## src/design/kts_pkg.sv

```systemverilog
`timescale 1ns / 1ps
// ---------------------------------------------------------------------------
// kts_pkg
// shared types and constants of the keyframe track sampler
// ---------------------------------------------------------------------------
package kts_pkg;

    localparam int DEFAULT_MAX_KEYS = 64;
    localparam int COUNT_W          = 7;
    localparam int IDX_W            = 6;
    localparam int FRAC_W           = 17;
    localparam int WORD_W           = 128;

    localparam logic [FRAC_W-1:0]  FRAC_ONE      = 17'h10000;
    localparam logic [COUNT_W-1:0] KEY_COUNT_RST = 7'd1;

    localparam logic FUNC_LOAD   = 1'b0;
    localparam logic FUNC_SAMPLE = 1'b1;

    typedef struct packed {
        logic              func;
        logic [5:0]        key_index;
        logic [31:0]       key_time;
        logic signed [31:0] value_x;
        logic signed [31:0] value_y;
        logic signed [31:0] value_z;
        logic [31:0]       query_time;
    } item_t;

    typedef struct packed {
        logic signed [31:0] out_x;
        logic signed [31:0] out_y;
        logic signed [31:0] out_z;
        logic [5:0]         segment;
        logic               past_end;
    } result_t;

    typedef enum logic [1:0] {
        RD_FIRST,
        RD_NEXT,
        RD_SEG
    } rd_sel_t;

    typedef struct packed {
        logic    wr;
        logic    start_sample;
        rd_sel_t rd_sel;
        logic    ptr_inc;
        logic    search_end;
        logic    lo_capture;
        logic    frac_setup;
        logic    div_step;
        logic    mul_step;
        logic    acc_step;
    } dp_cmd_t;

    typedef struct packed {
        logic single;
        logic hit;
        logic last;
        logic div_needed;
        logic div_last;
        logic comp_last;
    } dp_status_t;

endpackage

```

## src/design/kts_controller.sv

```systemverilog
`timescale 1ns / 1ps
// ---------------------------------------------------------------------------
// kts_controller
// sequencer for load and sample items: search, fetch, divide, interpolate
// ---------------------------------------------------------------------------
module kts_controller (
    input  logic                 clk,
    input  logic                 rst_n,
    input  logic                 start,
    input  logic                 func,
    input  kts_pkg::dp_status_t  status,
    output kts_pkg::dp_cmd_t     cmd,
    output logic                 busy,
    output logic                 done
);
    import kts_pkg::*;

    typedef enum logic [2:0] {
        IDLE,
        SEARCH,
        FETCH_LO,
        LO_WAIT,
        FRAC,
        DIV,
        MUL,
        ACC
    } state_t;

    state_t state_reg;
    state_t state_next;
    logic   done_reg;
    logic   done_next;

    always_comb
    begin
        state_next = state_reg;
        done_next  = 1'b0;
        cmd        = '0;
        cmd.rd_sel = RD_SEG;
        case (state_reg)
            IDLE:
            begin
                if (start)
                begin
                    if (func == FUNC_LOAD)
                        cmd.wr = 1'b1;
                    else
                    begin
                        cmd.start_sample = 1'b1;
                        cmd.rd_sel       = RD_FIRST;
                        state_next       = SEARCH;
                    end
                end
            end
            SEARCH:
            begin
                cmd.rd_sel = RD_NEXT;
                if (status.single)
                    state_next = FETCH_LO;
                else if (status.hit || status.last)
                begin
                    cmd.search_end = 1'b1;
                    state_next     = FETCH_LO;
                end
                else
                    cmd.ptr_inc = 1'b1;
            end
            FETCH_LO:
            begin
                state_next = LO_WAIT;
            end
            LO_WAIT:
            begin
                cmd.lo_capture = 1'b1;
                state_next     = FRAC;
            end
            FRAC:
            begin
                cmd.frac_setup = 1'b1;
                state_next     = status.div_needed ? DIV : MUL;
            end
            DIV:
            begin
                cmd.div_step = 1'b1;
                if (status.div_last)
                    state_next = MUL;
            end
            MUL:
            begin
                cmd.mul_step = 1'b1;
                state_next   = ACC;
            end
            ACC:
            begin
                cmd.acc_step = 1'b1;
                if (status.comp_last)
                begin
                    done_next  = 1'b1;
                    state_next = IDLE;
                end
                else
                    state_next = MUL;
            end
            default:
            begin
                state_next = IDLE;
            end
        endcase
    end

    always_ff @(posedge clk or negedge rst_n)
    begin
        if (!rst_n)
        begin
            state_reg <= IDLE;
            done_reg  <= 1'b0;
        end
        else
        begin
            state_reg <= state_next;
            done_reg  <= done_next;
        end
    end

    assign busy = (state_reg != IDLE);
    assign done = done_reg;

endmodule
```

## config.mk

```make
export PLATFORM = sky130hd
export DESIGN_NAME = kts_controller
export DESIGN_NICKNAME = d
export VERILOG_FILES = /design/src/design/kts_pkg.sv /design/src/design/kts_controller.sv
export SDC_FILE = /design/constraint.sdc
export NUM_CORES = 1
export LEC_CHECK = 0
export ABC_AREA = 1
export BUFFER_PORTS_ARGS = -buffer_cell sky130_fd_sc_hd__buf_2
export CAP_MARGIN = 15
export CORE_AREA = 2 2 39 41
export CTS_CLUSTER_SIZE = 16
export DETAILED_ROUTE_END_ITERATION = 8
export DIE_AREA = 0 0 41 43
export PLACE_DENSITY_LB_ADDON = 0.2
export SLEW_MARGIN = 20
export SYNTH_ARGS = -nofsm -noshare
export SYNTH_HDL_FRONTEND = slang
export SYNTH_SLANG_ARGS = --single-unit
export TNS_END_PERCENT = 1
```

## constraint.sdc

```tcl
create_clock -name clk -period 2.6 [get_ports clk]
set_input_delay 0.52 -clock clk [delete_from_list [all_inputs] [get_ports clk]]
set_output_delay 0.52 -clock clk [all_outputs]
set_load 0.02 [all_outputs]
```

==> impl_metrics.env <==
export IMPL_min_period_ns=1.88
export IMPL_final_hold_viol_count=0
export IMPL_htree_levels=1
export IMPL_p_per_area_nw_per_um2=1230
export IMPL_final_setup_tns_ns=0
export IMPL_combPwrFrac_pct=63.0
export IMPL_dp_cells=88
export IMPL_grt_pass1_vias=340
export IMPL_top_layer="met3"
export IMPL_dr_wl_met2_um=385
export IMPL_fin_nets=87
export IMPL_fin_worst_skew_ns=0.00179
export IMPL_power_mw=0.605
export IMPL_grt_max_degree=8
export IMPL_rows=14
export IMPL_wirelength_um=857
export IMPL_final_antenna_net_count=0
export IMPL_post_cts_resized=0
export IMPL_path_delay_family="simple AND/OR/NAND/NOR gates"
export IMPL_p_sw_mw=0.334
export IMPL_drc=0
export IMPL_yosys_cell_types_count=17
export IMPL_critPathSlowestCell="dfrtp_1"
export IMPL_slew_viol_final=0
export IMPL_fmax_ghz=0.533
export IMPL_ys_ff_latch=4
export IMPL_yosysSeqAreaShare_pct=29.5
export IMPL_wl_per_cell_um=9.42
export IMPL_die_w_um=41
export IMPL_largest_reg_flops=3
export IMPL_drt_iter0_markers=2
export IMPL_crit_path_start_kind="register"
export IMPL_worstPathCellList="nor2_4, nand2_1, nor3b_1, buf_2"
export IMPL_setup_ws_ns=0.723
export IMPL_p_clk_share_pct=12.4
export IMPL_viasPerCell=4.29
export IMPL_num_io_pins=23
export IMPL_outcome="finished clean"
export IMPL_hold_path_class="input pin to asynchronous set/reset pin"
export IMPL_clockBufferDepth=2
export IMPL_dp_hpwl_um=693
export IMPL_peakVddDrop_uv=574
export IMPL_grt_pass1_wl_um=1330
export IMPL_cp_arrival_ns=1.36
export IMPL_drive_above_1_share_pct=52.0
export IMPL_cts_sinks=4
export IMPL_grt_overflow_total=0
export IMPL_track_usage_pct=10.9
export IMPL_area_growth_pct=45.0
export IMPL_wl_met3_um=69
export IMPL_wirelength_met1_um=402
export IMPL_crit_buf_inv=1
export IMPL_syn_area_per_cell_um2=6.78
export IMPL_gp_congestion=0.684
export IMPL_postCtsHoldBufs=0
export IMPL_sw_frac_of_total_pct=55.3
export IMPL_p_leak_nw=0.302
export IMPL_synth_area_um2=339
export IMPL_worst_setup_path_end_kind="output pin"
export IMPL_slew_headroom_pct=80.0
export IMPL_num_fill_cells=152
export IMPL_finalCritPeriodShare_pct=72.2
export IMPL_post_cts_buffers=0
export IMPL_final_setup_viol_count=0
export IMPL_worstPathMaxFanout=6
export IMPL_port_buffers=22
export IMPL_seqPwrFrac_pct=24.5
export IMPL_finish_utilization_pct=35.5
export IMPL_cp_data_required_time_ns=2.08
export IMPL_root_buffer="clkbuf_4"
export IMPL_insertion_delay_ns=0.23
export IMPL_syn_inst=50
export IMPL_first_pass_iters=2
export IMPL_antenna_cells=0
export IMPL_rsz0062_at_grt="false"
export IMPL_worst_pin_slew_ns=0.300
export IMPL_place_ws_ns=0.923
export IMPL_p_int_mw=0.271
export IMPL_cts_tree="yes"
export IMPL_dieArea_um2=1760
export IMPL_fp_coreArea_um2=1380
export IMPL_synth_warnings=0
export IMPL_antenna_found_initial=0
export IMPL_max_stage_delay_ns=0.47
export IMPL_clk_pin_slew_ns=0.04
export IMPL_syn_nets=60
export IMPL_vias=390
export IMPL_cts_made_buffers=3
export IMPL_crit_type="register to output pin"
export IMPL_die_y_um=43
export IMPL_start_util_pct=24.5
export IMPL_max_cap_viol_count=0
export IMPL_instances_no_fill=91
-- kinds of logic (layout without fill, tap and decap cells) --
family / after synthesis / count (layout) / synth area share (%)
buffers and inverters: 10 / 35 / 11.1
AND/OR/NAND/NOR: 32 / 32 / 51.3
flip-flops: 4 / 4 / 29.5
AO/OA/AOI/OAI: 4 / 4 / 8.12
-- layout by cell type, fill, tap and decap left out --
master,synthesis,layout
buf_2,0,22
inv_1,7,7
nor2_1,7,7
nand2_1,6,6
nand3_1,5,5
dfrtp_1,4,4
nand2_2,3,3
inv_2,3,3
nor2_2,3,3
clkbuf_4,0,3
nor2_4,2,2
nor3_1,2,2
nand4_1,2,2
nor3b_1,1,1
nand3_2,1,1
o21ai_1,1,1
o21ai_0,1,1
a21oi_2,1,1
o21ai_2,1,1
-- through the flow --
step	instance area [um2]	hold WS, ns
floorplan	339	0.224
global placement	469	0.327
detailed placement	469	0.327
CTS	492	0.0790
global route	492	0.0870
finish	492	0.0852
-- worst reg2reg max path, stage by stage (launching register included) --
cell,delay [ns]
dfrtp_1,0.48
inv_2,0.13
nand3_1,0.13
nand3_1,0.09
nor2_1,0.12
nor2_2,0.04
-- power groups by stage --
stage | Combinational (mW) | Sequential (mW) | Clock (mW)
floorplan | 0.283 | 0.140 | 0
global placement | 0.384 | 0.150 | 0
detailed placement | 0.386 | 0.151 | 0
CTS | 0.387 | 0.150 | 0.0791
global route | 0.422 | 0.156 | 0.0835
finish | 0.381 | 0.149 | 0.0752
-- cells in the mapped netlist (all sizes together) --
cell | n | area [um2]
nor2 | 12 | 67.6
inv | 10 | 37.5
nand2 | 9 | 41.3
nand3 | 6 | 35.0
dfrtp | 4 | 100
o21ai | 3 | 18.8
nand4 | 2 | 12.5
nor3 | 2 | 10.0
a21oi | 1 | 8.76
nor3b | 1 | 7.51
-- per-layer routing --
| metal | global-route usage [%] | up-vias |
|---|---|---|
| met5 | 0 | - |
| met4 | 4.00 | 0 |
| met3 | 3.14 | 0 |
| met2 | 14.7 | 21 |
| met1 | 16.1 | 159 |
| li1 | - | 210 |
-- path summary, 6_finish.rpt --
path | to | cells past startpoint | slack [ns] | startpoint
setup reg to reg | state_reg[1]$_DFFE_PN0P_ | 5 | 1.50 | state_reg[0]$_DFFE_PN0P_
hold reg to reg | done$_DFF_PN0_ | 2 | 0.71 | state_reg[2]$_DFFE_PN0P_
min in group clk | done$_DFF_PN0_ | 3 | 0.54 | status[0]
max in group asynchronous | state_reg[0]$_DFFE_PN0P_ | 1 | 2.40 | rst_n
setup / recovery | cmd[10] | 4 | 0.72 | state_reg[2]$_DFFE_PN0P_
hold / removal | done$_DFF_PN0_ | 1 | 0.09 | rst_n
-- final cells by class --
type | instances | area, um2 | area share (%)
sequential | 4 | 100 | 20.4
inverter | 10 | 37.5 | 7.63
timing repair buffer | 22 | 110 | 22.4
clock buffer | 3 | 22.5 | 4.58
multi-input combinational | 36 | 201 | 41.0
tap | 16 | 20.0 | 4.07
Note: power is estimated with default switching activity, not from simulation.
